### src/rtl/i2cra_pkg.sv
// Shared types and constants of the I2C register access master.
package i2cra_pkg;

  localparam int MAX_BYTES_DEF = 16;
  localparam logic [7:0] PHASE_TICKS_RST = 8'd5;

  typedef enum logic [1:0] {
    OP_TICK  = 2'd0,
    OP_PUSH  = 2'd1,
    OP_WRITE = 2'd2,
    OP_READ  = 2'd3
  } op_t;

  typedef struct packed {
    op_t        op;
    logic       sda_in;
    logic [7:0] dev_addr;
    logic [7:0] reg_addr;
    logic [7:0] wr_data;
    logic [4:0] byte_count;
  } in_t;

  typedef struct packed {
    logic       scl_level;
    logic       sda_pull_low;
    logic       busy_res;
    logic       rd_valid;
    logic [7:0] rd_data;
    logic       rd_last;
    logic       done_res;
    logic       status;
  } out_t;

endpackage

### src/rtl/i2cra_core.sv
// Bus sequencer, write buffer and per-tick result logic of the I2C master.
module i2cra_core #(
  parameter int MAX_BYTES = i2cra_pkg::MAX_BYTES_DEF
) (
  input  logic             clk,
  input  logic             rst_n,
  input  logic             step,
  input  i2cra_pkg::in_t   item,
  input  logic [7:0]       phase_ticks,
  output i2cra_pkg::out_t  result
);
  import i2cra_pkg::*;

  localparam int CntW = $clog2(MAX_BYTES + 1);
  localparam int IdxW = (MAX_BYTES > 1) ? $clog2(MAX_BYTES) : 1;
  localparam logic [CntW-1:0] MaxCnt = CntW'(MAX_BYTES);

  typedef enum logic [3:0] {
    S_IDLE, S_START_A, S_START_B, S_START_C, S_TX_LOW, S_TX_HIGH, S_ACK_LOW,
    S_ACK_HIGH, S_RX_LOW, S_RX_HIGH, S_MACK_LOW, S_MACK_HIGH, S_STOP_A,
    S_STOP_B, S_STOP_C, S_GAP
  } bus_state_t;

  typedef enum logic [2:0] {
    G_DEV, G_REG, G_DATA, G_DEV_R, G_RDATA
  } stage_t;

  bus_state_t      bus_state_r, bus_state_nxt;
  stage_t          stage_r, stage_nxt;
  logic [7:0]      phase_count_r, phase_count_nxt;
  logic [2:0]      bit_index_r, bit_index_nxt;
  logic [7:0]      shift_byte_r, shift_byte_nxt;
  logic [CntW-1:0] bytes_left_r, bytes_left_nxt;
  logic [CntW-1:0] write_fill_r, write_fill_nxt;
  logic [7:0]      saved_device_r, saved_device_nxt;
  logic [7:0]      saved_reg_r, saved_reg_nxt;
  logic            is_read_r, is_read_nxt;
  logic            restart_r, restart_nxt;
  logic            failed_r, failed_nxt;
  logic [IdxW-1:0] rd_idx_r, rd_idx_nxt;

  logic [7:0]      buf_mem [MAX_BYTES];
  logic [7:0]      buf_q_r;
  logic            buf_we;

  logic [7:0]      eff_ticks;
  logic            phase_end;
  logic [4:0]      cnt_req;
  logic [CntW-1:0] cnt_clamped;
  logic [CntW-1:0] left_dec;
  out_t            res;

  always_comb begin
    eff_ticks   = (phase_ticks == 8'd0) ? 8'd1 : phase_ticks;
    phase_end   = ({1'b0, phase_count_r} + 9'd1) >= {1'b0, eff_ticks};
    cnt_req     = (item.byte_count == 5'd0) ? 5'd1 : item.byte_count;
    cnt_clamped = (32'(cnt_req) > MAX_BYTES) ? MaxCnt : CntW'(cnt_req);
    left_dec    = (bytes_left_r != '0) ? bytes_left_r - CntW'(1) : bytes_left_r;
  end

  always_comb begin
    bus_state_nxt    = bus_state_r;
    stage_nxt        = stage_r;
    phase_count_nxt  = phase_count_r;
    bit_index_nxt    = bit_index_r;
    shift_byte_nxt   = shift_byte_r;
    bytes_left_nxt   = bytes_left_r;
    write_fill_nxt   = write_fill_r;
    saved_device_nxt = saved_device_r;
    saved_reg_nxt    = saved_reg_r;
    is_read_nxt      = is_read_r;
    restart_nxt      = restart_r;
    failed_nxt       = failed_r;
    rd_idx_nxt       = rd_idx_r;
    buf_we           = 1'b0;
    res              = '0;
    res.scl_level    = 1'b1;

    if (step) begin
      if (bus_state_r == S_IDLE) begin
        case (item.op)
          OP_PUSH: begin
            if (write_fill_r < MaxCnt) begin
              buf_we         = 1'b1;
              write_fill_nxt = write_fill_r + CntW'(1);
            end
          end
          OP_WRITE, OP_READ: begin
            saved_device_nxt = item.dev_addr;
            saved_reg_nxt    = item.reg_addr;
            is_read_nxt      = (item.op == OP_READ);
            if (item.op == OP_READ) begin
              bytes_left_nxt = cnt_clamped;
            end
            failed_nxt      = 1'b0;
            restart_nxt     = 1'b0;
            stage_nxt       = G_DEV;
            shift_byte_nxt  = item.dev_addr;
            bit_index_nxt   = 3'd0;
            phase_count_nxt = 8'd0;
            rd_idx_nxt      = '0;
            bus_state_nxt   = S_START_A;
          end
          default: begin
          end
        endcase
      end else begin
        case (bus_state_r)
          S_START_B: res.sda_pull_low = 1'b1;
          S_START_C: begin
            res.scl_level    = 1'b0;
            res.sda_pull_low = 1'b1;
          end
          S_TX_LOW: begin
            res.scl_level    = 1'b0;
            res.sda_pull_low = ~shift_byte_r[7];
          end
          S_TX_HIGH: res.sda_pull_low = ~shift_byte_r[7];
          S_ACK_LOW, S_RX_LOW: res.scl_level = 1'b0;
          S_MACK_LOW: begin
            res.scl_level    = 1'b0;
            res.sda_pull_low = (bytes_left_r > CntW'(1));
          end
          S_MACK_HIGH: res.sda_pull_low = (bytes_left_r > CntW'(1));
          S_STOP_A: begin
            res.scl_level    = 1'b0;
            res.sda_pull_low = 1'b1;
          end
          S_STOP_B: res.sda_pull_low = 1'b1;
          default: begin
          end
        endcase

        if (!phase_end) begin
          phase_count_nxt = phase_count_r + 8'd1;
        end else begin
          phase_count_nxt = 8'd0;
          case (bus_state_r)
            S_START_A: bus_state_nxt = S_START_B;
            S_START_B: bus_state_nxt = S_START_C;
            S_START_C: begin
              bit_index_nxt = 3'd0;
              bus_state_nxt = S_TX_LOW;
            end
            S_TX_LOW: bus_state_nxt = S_TX_HIGH;
            S_TX_HIGH: begin
              shift_byte_nxt = {shift_byte_r[6:0], 1'b0};
              if (bit_index_r == 3'd7) begin
                bit_index_nxt = 3'd0;
                bus_state_nxt = S_ACK_LOW;
              end else begin
                bit_index_nxt = bit_index_r + 3'd1;
                bus_state_nxt = S_TX_LOW;
              end
            end
            S_ACK_LOW: bus_state_nxt = S_ACK_HIGH;
            S_ACK_HIGH: begin
              if (item.sda_in) begin
                failed_nxt    = 1'b1;
                bus_state_nxt = S_STOP_A;
              end else begin
                case (stage_r)
                  G_DEV: begin
                    stage_nxt      = G_REG;
                    shift_byte_nxt = saved_reg_r;
                    bus_state_nxt  = S_TX_LOW;
                  end
                  G_REG: begin
                    if (is_read_r) begin
                      restart_nxt   = 1'b1;
                      bus_state_nxt = S_STOP_A;
                    end else if (write_fill_r != '0) begin
                      bytes_left_nxt = write_fill_r;
                      stage_nxt      = G_DATA;
                      shift_byte_nxt = buf_q_r;
                      rd_idx_nxt     = rd_idx_r + IdxW'(1);
                      bus_state_nxt  = S_TX_LOW;
                    end else begin
                      bus_state_nxt = S_STOP_A;
                    end
                  end
                  G_DATA: begin
                    bytes_left_nxt = left_dec;
                    if (left_dec != '0) begin
                      shift_byte_nxt = buf_q_r;
                      rd_idx_nxt     = rd_idx_r + IdxW'(1);
                      bus_state_nxt  = S_TX_LOW;
                    end else begin
                      bus_state_nxt = S_STOP_A;
                    end
                  end
                  default: begin
                    stage_nxt      = G_RDATA;
                    shift_byte_nxt = 8'd0;
                    bit_index_nxt  = 3'd0;
                    bus_state_nxt  = S_RX_LOW;
                  end
                endcase
              end
            end
            S_RX_LOW: bus_state_nxt = S_RX_HIGH;
            S_RX_HIGH: begin
              shift_byte_nxt = {shift_byte_r[6:0], item.sda_in};
              if (bit_index_r == 3'd7) begin
                bit_index_nxt = 3'd0;
                res.rd_valid  = 1'b1;
                res.rd_data   = {shift_byte_r[6:0], item.sda_in};
                res.rd_last   = (bytes_left_r <= CntW'(1));
                bus_state_nxt = S_MACK_LOW;
              end else begin
                bit_index_nxt = bit_index_r + 3'd1;
                bus_state_nxt = S_RX_LOW;
              end
            end
            S_MACK_LOW: bus_state_nxt = S_MACK_HIGH;
            S_MACK_HIGH: begin
              bytes_left_nxt = left_dec;
              if (left_dec != '0) begin
                shift_byte_nxt = 8'd0;
                bus_state_nxt  = S_RX_LOW;
              end else begin
                bus_state_nxt = S_STOP_A;
              end
            end
            S_STOP_A: bus_state_nxt = S_STOP_B;
            S_STOP_B: bus_state_nxt = S_STOP_C;
            S_STOP_C: begin
              if (restart_r && !failed_r) begin
                restart_nxt    = 1'b0;
                stage_nxt      = G_DEV_R;
                shift_byte_nxt = saved_device_r + 8'd1;
                bus_state_nxt  = S_GAP;
              end else begin
                res.done_res = 1'b1;
                res.status   = failed_r;
                if (!is_read_r) begin
                  write_fill_nxt = '0;
                end
                bus_state_nxt = S_IDLE;
              end
            end
            S_GAP: bus_state_nxt = S_START_A;
            default: bus_state_nxt = S_IDLE;
          endcase
        end
      end
      res.busy_res = (bus_state_nxt != S_IDLE);
    end
  end

  assign result = res;

  always_ff @(posedge clk) begin
    if (buf_we) begin
      buf_mem[write_fill_r[IdxW-1:0]] <= item.wr_data;
    end
    buf_q_r <= buf_mem[rd_idx_r];
  end

  always_ff @(posedge clk) begin
    if (!rst_n) begin
      bus_state_r    <= S_IDLE;
      stage_r        <= G_DEV;
      phase_count_r  <= 8'd0;
      bit_index_r    <= 3'd0;
      shift_byte_r   <= 8'd0;
      bytes_left_r   <= '0;
      write_fill_r   <= '0;
      saved_device_r <= 8'd0;
      saved_reg_r    <= 8'd0;
      is_read_r      <= 1'b0;
      restart_r      <= 1'b0;
      failed_r       <= 1'b0;
      rd_idx_r       <= '0;
    end else begin
      bus_state_r    <= bus_state_nxt;
      stage_r        <= stage_nxt;
      phase_count_r  <= phase_count_nxt;
      bit_index_r    <= bit_index_nxt;
      shift_byte_r   <= shift_byte_nxt;
      bytes_left_r   <= bytes_left_nxt;
      write_fill_r   <= write_fill_nxt;
      saved_device_r <= saved_device_nxt;
      saved_reg_r    <= saved_reg_nxt;
      is_read_r      <= is_read_nxt;
      restart_r      <= restart_nxt;
      failed_r       <= failed_nxt;
      rd_idx_r       <= rd_idx_nxt;
    end
  end

endmodule

### src/rtl/i2c_register_access_master.sv
// Top level of the tick-driven I2C register access master.
// The result of an accepted tick is registered in the output register and shown in the cycle after it.
// Throughput: one tick per cycle; a tick is taken whenever the output register is
// empty or is being drained in the same cycle.
// Reset: synchronous, active low; clears the bus sequencer, the fill count and the
// output valid, and sets the phase length to 5 ticks. Buffer contents are not cleared.
module i2c_register_access_master #(
  parameter int MAX_BYTES = i2cra_pkg::MAX_BYTES_DEF
) (
  input  logic             clk,
  input  logic             rst_n,
  input  logic             in_valid,
  output logic             in_stall,
  input  i2cra_pkg::in_t   in_data,
  output logic             out_valid,
  input  logic             out_stall,
  output i2cra_pkg::out_t  out_data,
  input  logic             cfg_we,
  input  logic [7:0]       cfg_wdata
);
  import i2cra_pkg::*;

  logic       accept;
  logic       out_valid_r;
  out_t       out_data_r;
  out_t       result;
  logic [7:0] phase_ticks_r;

  assign in_stall = out_valid_r & out_stall;
  assign accept   = in_valid & ~in_stall;

  i2cra_core #(
    .MAX_BYTES (MAX_BYTES)
  ) u_core (
    .clk         (clk),
    .rst_n       (rst_n),
    .step        (accept),
    .item        (in_data),
    .phase_ticks (phase_ticks_r),
    .result      (result)
  );

  always_ff @(posedge clk) begin
    if (!rst_n) begin
      out_valid_r   <= 1'b0;
      phase_ticks_r <= PHASE_TICKS_RST;
    end else begin
      if (accept) begin
        out_valid_r <= 1'b1;
      end else if (!out_stall) begin
        out_valid_r <= 1'b0;
      end
      if (cfg_we) begin
        phase_ticks_r <= cfg_wdata;
      end
    end
  end

  always_ff @(posedge clk) begin
    if (accept) begin
      out_data_r <= result;
    end
  end

  assign out_valid = out_valid_r;
  assign out_data  = out_data_r;

endmodule

### config.mk
export PLATFORM = sky130hd
export DESIGN_NAME = i2c_register_access_master
export DESIGN_NICKNAME = d
export VERILOG_FILES = /design/src/rtl/i2cra_pkg.sv /design/src/rtl/i2cra_core.sv /design/src/rtl/i2c_register_access_master.sv
export SDC_FILE = /design/constraint.sdc
export NUM_CORES = 1
export LEC_CHECK = 0
export BUFFER_PORTS_ARGS = -buffer_cell sky130_fd_sc_hd__buf_4
export CORE_ASPECT_RATIO = 1.5
export CORE_MARGIN = 2
export CORE_UTILIZATION = 50
export DETAILED_ROUTE_END_ITERATION = 10
export PLACE_DENSITY_LB_ADDON = 0.25
export SLEW_MARGIN = 20
export SYNTH_ARGS = -nofsm -noshare
export SYNTH_HDL_FRONTEND = slang
export SYNTH_SLANG_ARGS = --single-unit
### constraint.sdc
create_clock -name clk -period 5.7 [get_ports clk]
set_clock_uncertainty 0.05 [all_clocks]
set_input_delay 0.855 -clock clk [delete_from_list [all_inputs] [get_ports clk]]
set_output_delay 0.855 -clock clk [all_outputs]
set_load 0.02 [all_outputs]
# Word level (Yosys, flattened, before mapping)

Memories as Yosys holds them, arrays and structs flattened. A register that Yosys moved wholly into a read port is not among the register bits.
Index checks and enable logic that the tools add are counted.

$add $sub $neg: 7
$lt $le $gt $ge: 5
Eq/ne operators: 43
Multiplexer cells: 96
Bitwise gates (word level): 8
Reduce and logical (&&, ||, !) cells: 40

Operators by type and width:

| kind                                                | count |
|---|---|
| two-way mux 8 bit                                   | 13 |
| two-way mux 5 bit                                   | 17 |
| two-way mux 4 bit                                   | 17 |
| one-hot mux 4 bit (15 select lines)                 | 1 |
| one-hot mux 8 bit (5 select lines)                  | 1 |
| two-way mux 3 bit                                   | 13 |
| equality test 4 bit, second input constant          | 8 |
| AND reduction 9 bit                                 | 3 |
| one-hot mux 8 bit (3 select lines)                  | 1 |
| two-way mux 1 bit                                   | 20 |
| one-hot mux 5 bit (2 select lines)                  | 2 |
| one-hot mux 3 bit (3 select lines)                  | 2 |
| adder 8 x 1 -> 8 bit, second input constant         | 2 |
| equality test 4 x 3 -> 1 bit, second input constant | 4 |
| != test 3 x 1 -> 1 bit, second input constant       | 5 |
| nonzero test 5 bit                                  | 3 |
| != test 3 x 2 -> 1 bit, second input constant       | 4 |
| != test 4 x 2 -> 1 bit, second input constant       | 3 |
| one-hot mux 4 bit (3 select lines)                  | 1 |
| OR reduction 4 bit                                  | 3 |
| two-way mux 10 bit                                  | 1 |
| != test 2 bit, second input constant                | 5 |
| AND reduction 10 bit                                | 1 |
| adder 8 x 1 -> 9 bit, second input constant         | 1 |
| other kinds (45)                                    | 68 |

Register bits: 83
Bits in writable memories: 128
Bits of input ports: 45
Output and inout port bits: 17
Word-level logic and storage cells: 223
Memories: 1

Memory list:

| memory         | words | width | read ports | clocked after memory_dff | write ports | RTL line         | text |
|---|---|---|---|---|---|---|---|
| u_core.buf_mem | 16    | 8     | 1          | 1                        | 1           | i2cra_core.sv:42 | `logic [7:0] buf_mem [MAX_BYTES];` |

# Longest topological paths before layout

Depth in word-level cells: 11
Depth in mapped cells: 12
Mapped depth without buffers: 11

# Cells and area by module

A second synthesis with hierarchy kept.

Cell total of the unflattened synthesis: 803
Area total of the unflattened synthesis: 10,062.2 um^2

By module, submodules not included:

| module                     | times used | cells each | area an instance (um^2) | seq. area each (um^2) |
|---|---|---|---|---|
| i2cra_core                 | 1          | 759        | 9,275.1                 | 5,185.0 |
| i2c_register_access_master | 1          | 44         | 787.0                   | 630.6 |

# Worst setup path before layout

No wires, ideal clock.

Kind: input to register
Start point: input port out_stall
End point: memory u_core.buf_mem[3][0], enable pin
Library setup time: 0.383 ns
Arrival: 2.439 ns
Data required time: 5.267 ns
Path slack: 2.828 ns
Cell stages on the path: 5
Buffers on the path: 0
Cells stage by stage: and2_1 nand2b_1 nor3_1 nand2_1 nor3_1

Longest elaborated chain between the ends: 6

Ends and longest elaborated chain:

| what                                    | RTL line                         | text |
|---|---|---|
| start: declaration                      | i2c_register_access_master.sv:16 | `input logic out_stall,` |
| bitwise AND 1 bit                       | i2c_register_access_master.sv:29 | `assign in_stall = out_valid_r & out_stall;` |
| NOT 1 bit                               | i2c_register_access_master.sv:30 | `assign accept = in_valid & ~in_stall;` |
| bitwise AND 1 bit                       | i2c_register_access_master.sv:30 |  |
| two-way mux 1 bit                       | i2cra_core.sv:79                 | `if (step) begin` |
| two-way mux 1 bit                       | i2cra_core.sv:254                | `if (buf_we) begin` |
| two-way mux 1 bit (implied by the code) | i2cra_core.sv:255                | `buf_mem[write_fill_r[IdxW-1:0]] <= item.wr_data;` |
| end: declaration                        | i2cra_core.sv:42                 |  |

No other way between the ends.

# Final worst setup path

Start point: register u_core.phase_count_r[0]
End point: register u_core.shift_byte_r[4]

Longest elaborated chain between the ends: 4

Ends and longest elaborated chain:

| what                           | RTL line          | text |
|---|---|---|
| start: declaration             | i2cra_core.sv:30  | `logic [7:0] phase_count_r, phase_count_nxt;` |
| start signal: assignment       | i2cra_core.sv:278 | `phase_count_r <= phase_count_nxt;` |
| adder 8 x 1 -> 9 bit           | i2cra_core.sv:55  | `phase_end = ({1'b0, phase_count_r} + 9'd1) >= {1'b0, eff_ticks};` |
| >= comparator 9 x 8 -> 1 bit   | i2cra_core.sv:55  |  |
| nonzero test 2 bit (no line)   | n/a               |  |
| AND reduction 10 bit (no line) | n/a               |  |
| end signal: assignment         | i2cra_core.sv:280 | `shift_byte_r <= shift_byte_nxt;` |
| end: declaration               | i2cra_core.sv:32  | `logic [7:0] shift_byte_r, shift_byte_nxt;` |

No other way between the ends.
A chain may end at the register's enable or synchronous reset.

==> results.json <==
{
  "root_buffer": "clkbuf_16",
  "use_met1": 0.2379,
  "cp_top_family": "compound AO/OA/AOI/OAI gates",
  "grt_max_degree": 52,
  "diodes": 0,
  "post_drt_wl_per_cell_um": 19.27,
  "design_area_um2": 11380,
  "slowest_delay_ps": 860,
  "synth_most_common_cell": "edfxtp_1",
  "hold_depth": 2,
  "fp.coreArea_um2": 19790,
  "cp.arrival_ps": 4090,
  "fillCellCount": 1606,
  "grt.met3_usage": 0.02539,
  "drc": 0,
  "critPathBufInv": 0,
  "min_period_over_period": 0.6518,
  "hp-start": "u_core.saved_reg_r[4]$_SDFFE_PN0P_",
  "status": "complete, no violations",
  "first_pass_iters": 5,
  "post_cts_resized": 0,
  "grt_util_all_layers": 0.2081,
  "clk_pin_slew_ps": 60,
  "port_buffers": 61,
  "fmax_mhz": 269.2,
  "antenna_found_initial": 0,
  "synth-main-ff-cell": "edfxtp_1",
  "cts_sinks": 219,
  "wirelength_um": 21780,
  "placed_cell_area_um2": 10670,
  "hpwl_um": 15250,
  "cts_hold_buf": 0,
  "ios": 62,
  "cts_htree_levels": 1,
  "rr_endpoint": "u_core.shift_byte_r[4]$_SDFFE_PN0P_",
  "rsz0062_at_grt": "false",
  "setup_viol": 0,
  "yosysTopAreaCellShare": 0.4270,
  "cp_max_fo": 9,
  "postRouteAntennaNets": 0,
  "rr_worst_depth": 11,
  "grt_pass1_vias": 6527,
  "core.rowCount": 63,
  "crit_path_cell_trace": "ha_1 -> and2_1 -> nand2_1 -> xnor2_1 -> ha_1 -> a21oi_1 -> a21boi_0 -> a311oi_2 -> a31oi_1 -> and2_1 -> mux2i_1",
  "grt_first_pass_wirelength_um": 34730,
  "worstSetupPathType": "reg -> reg",
  "worstReg2RegStart": "u_core.phase_count_r[0]$_SDFFE_PN0P_",
  "r2r_slack_ps": 1980,
  "worstMarginPinSlew_ps": 1074,
  "dp.cells": 1090,
  "powerDensity_nw_per_um2": 291.5,
  "gr-max-usage-layer": "met2",
  "clock_path_buffers": 3,
  "die-area_um2": 21290,
  "hold_slack_ps": 405.1,
  "min_path_type": "reg -> reg",
  "timing.final.hold_violations": 0,
  "holdPathEnd": "u_core.saved_reg_r[4]$_SDFFE_PN0P_",
  "async_flop_share": 0,
  "dr.first_iter.drc_count": 621,
  "synthTopCellsByCount": "edfxtp_1 (143), nand2_1 (93), dfxtp_1 (76)",
  "ys_types": 71,
  "synthTopCellsByArea": "edfxtp_1 (43%), dfxtp_1 (15%), mux4_2 (9.0%)",
  "p_total_mw": 3.318,
  "syn_nets": 878,
  "final_cells": 1130,
  "required_ps": 6070,
  "slew_headroom": 0.2787,
  "peakVddDrop_uv": 283.4,
  "p_leak_nw": 3.874,
  "tns_ps": 0,
  "cts_made_buffers": 22,
  "place_congestion": 0.8620,
  "dieWidth_um": 119.8,
  "fp.dieH_um": 177.7,
  "critical-path-slowest-cell": "a31oi_1",
  "synth-seq-area-share": 0.5783,
  "yosysTopAreaCell": "edfxtp_1",
  "grt_overflow": 0,
  "synth_edf_count": 143,
  "cts_tree": "yes",
  "vias": 6597,
  "maxCapViolations": 0,
  "synth.avg_cell_area_um2": 12.37,
  "syn_inst": 813,
  "clock_latency_ps": 500,
  "slew_viol_final": 0,
  "viasPerCell": 5.838,
  "use_met2": 0.3938,
  "post_cts_buffers": 0,
  "ys_seq_elements": 219,
  "initial_utilization": 0.5083,
  "drive_gt1_frac": 0.1747,
  "syn_to_final_growth_pct": 13.20,
  "fin_crit_ps": 3715,
  "crit_path_start_kind": "flip-flop",
  "yosys_warnings": 0,
  "nets": 919,
  "end_kind": "flip-flop",
  "synth_area_um2": 10060
}
-- registers in the layout, summed over array words and instances, names as in the netlist, 4 cells and up --
name,cells
u_core.rd_idx_r,4
u_core.write_fill_r,5
u_core.saved_reg_r,8
u_core.buf_mem,128
u_core.saved_device_r,8
phase_ticks_r,8
out_data,15
u_core.bytes_left_r,5
u_core.buf_q_r,8
u_core.shift_byte_r,8
u_core.bus_state_r,4
u_core.phase_count_r,8
-- routing by layer --
metal	up-vias	part of all wire
met5	-	0
met4	0	0.031
met3	44	0.034
met2	144	0.55
met1	3226	0.39
li1	3183	-
-- worst reg2reg max path, delay by kind of cell, from the launching register on --
family | cells | cell delay, ps
xor+xnor | 1 | 160
flops | 1 | 450
fa+ha+maj | 2 | 600
simple gates | 3 | 780
compound gates | 4 | 1380
mux | 1 | 230
-- how the worst max path moves through the flow --
stage | slack [ps] | from | depth (start not counted) | to
after floorplan | 2830 | out_stall | 5 | u_core.buf_mem[3][0]$_DFFE_PP_
after global placement | 2040 | out_stall | 8 | u_core.rd_idx_r[2]$_SDFFE_PN0P_
after detailed placement | 2000 | out_stall | 8 | u_core.rd_idx_r[3]$_SDFFE_PN0P_
after CTS | 2040 | u_core.phase_count_r[0]$_SDFFE_PN0P_ | 11 | u_core.shift_byte_r[4]$_SDFFE_PN0P_
after global routing | 1760 | u_core.phase_count_r[0]$_SDFFE_PN0P_ | 11 | u_core.shift_byte_r[7]$_SDFFE_PN0P_
final | 1980 | u_core.phase_count_r[0]$_SDFFE_PN0P_ | 11 | u_core.shift_byte_r[4]$_SDFFE_PN0P_
-- kinds of logic after synthesis --
logic type,count (synthesis),synth area share
AO/OA/AOI/OAI,154,0.1030
XOR/XNOR,16,0.01394
adder cells (fa/ha/maj),20,0.02488
buffers and inverters,70,0.02862
flip-flops,219,0.5783
multiplexers,75,0.1247
AND/OR/NAND/NOR,259,0.1265
-- placed cells by master (no fill, tap or decap), types with 4 or more instances in the layout --
cell	n
nor3_1	17
ha_1	20
and2_1	16
nor2_1	53
o21ai_1	5
a311oi_1	4
nor3b_1	8
a31oi_1	7
o21ai_0	22
edfxtp_1	143
xnor2_1	11
a21o_1	4
clkbuf_16	23
o2bb2ai_1	6
nand2_1	93
dfxtp_1	75
nor2b_1	5
mux2i_1	33
a22oi_1	5
o31ai_1	4
mux4_2	40
nand2b_1	8
nand4_1	5
clkbuf_1	7
xor2_1	5
and3_1	8
inv_1	18
nand3_1	24
a21oi_1	43
buf_4	67
o211ai_1	15
-- where the power goes --
group | total [mW] | switching (mW) | internal (mW)
combinational | 0.194 | 0.115 | 0.0784
sequential | 1.73 | 0.0206 | 1.71
clock | 1.39 | 0.587 | 0.804
-- area by class of cell --
| type | count | area [um^2] | area share |
|---|---|---|---|
| clock buffers | 31 | 615.6 | 0.05408 |
| repair buffers | 67 | 503.0 | 0.04419 |
| well taps | 260 | 325.3 | 0.02858 |
| multi-input cells | 524 | 3963 | 0.3481 |
| inverters | 20 | 75.07 | 0.006595 |
| flip-flops and latches | 219 | 5817 | 0.5110 |
| clock inverters | 9 | 85.08 | 0.007474 |
-- stage by stage --
step / setup slack, ps / util
3_3_place_gp: 2043 / 0.5394
2_1_floorplan: 2828 / -
3_5_place_dp: 1998 / 0.5394
5_1_grt: 1759 / 0.5753
6_report: 1985 / 0.5753
4_1_cts: 2043 / 0.5748
Power figures use the tool's default switching activity.
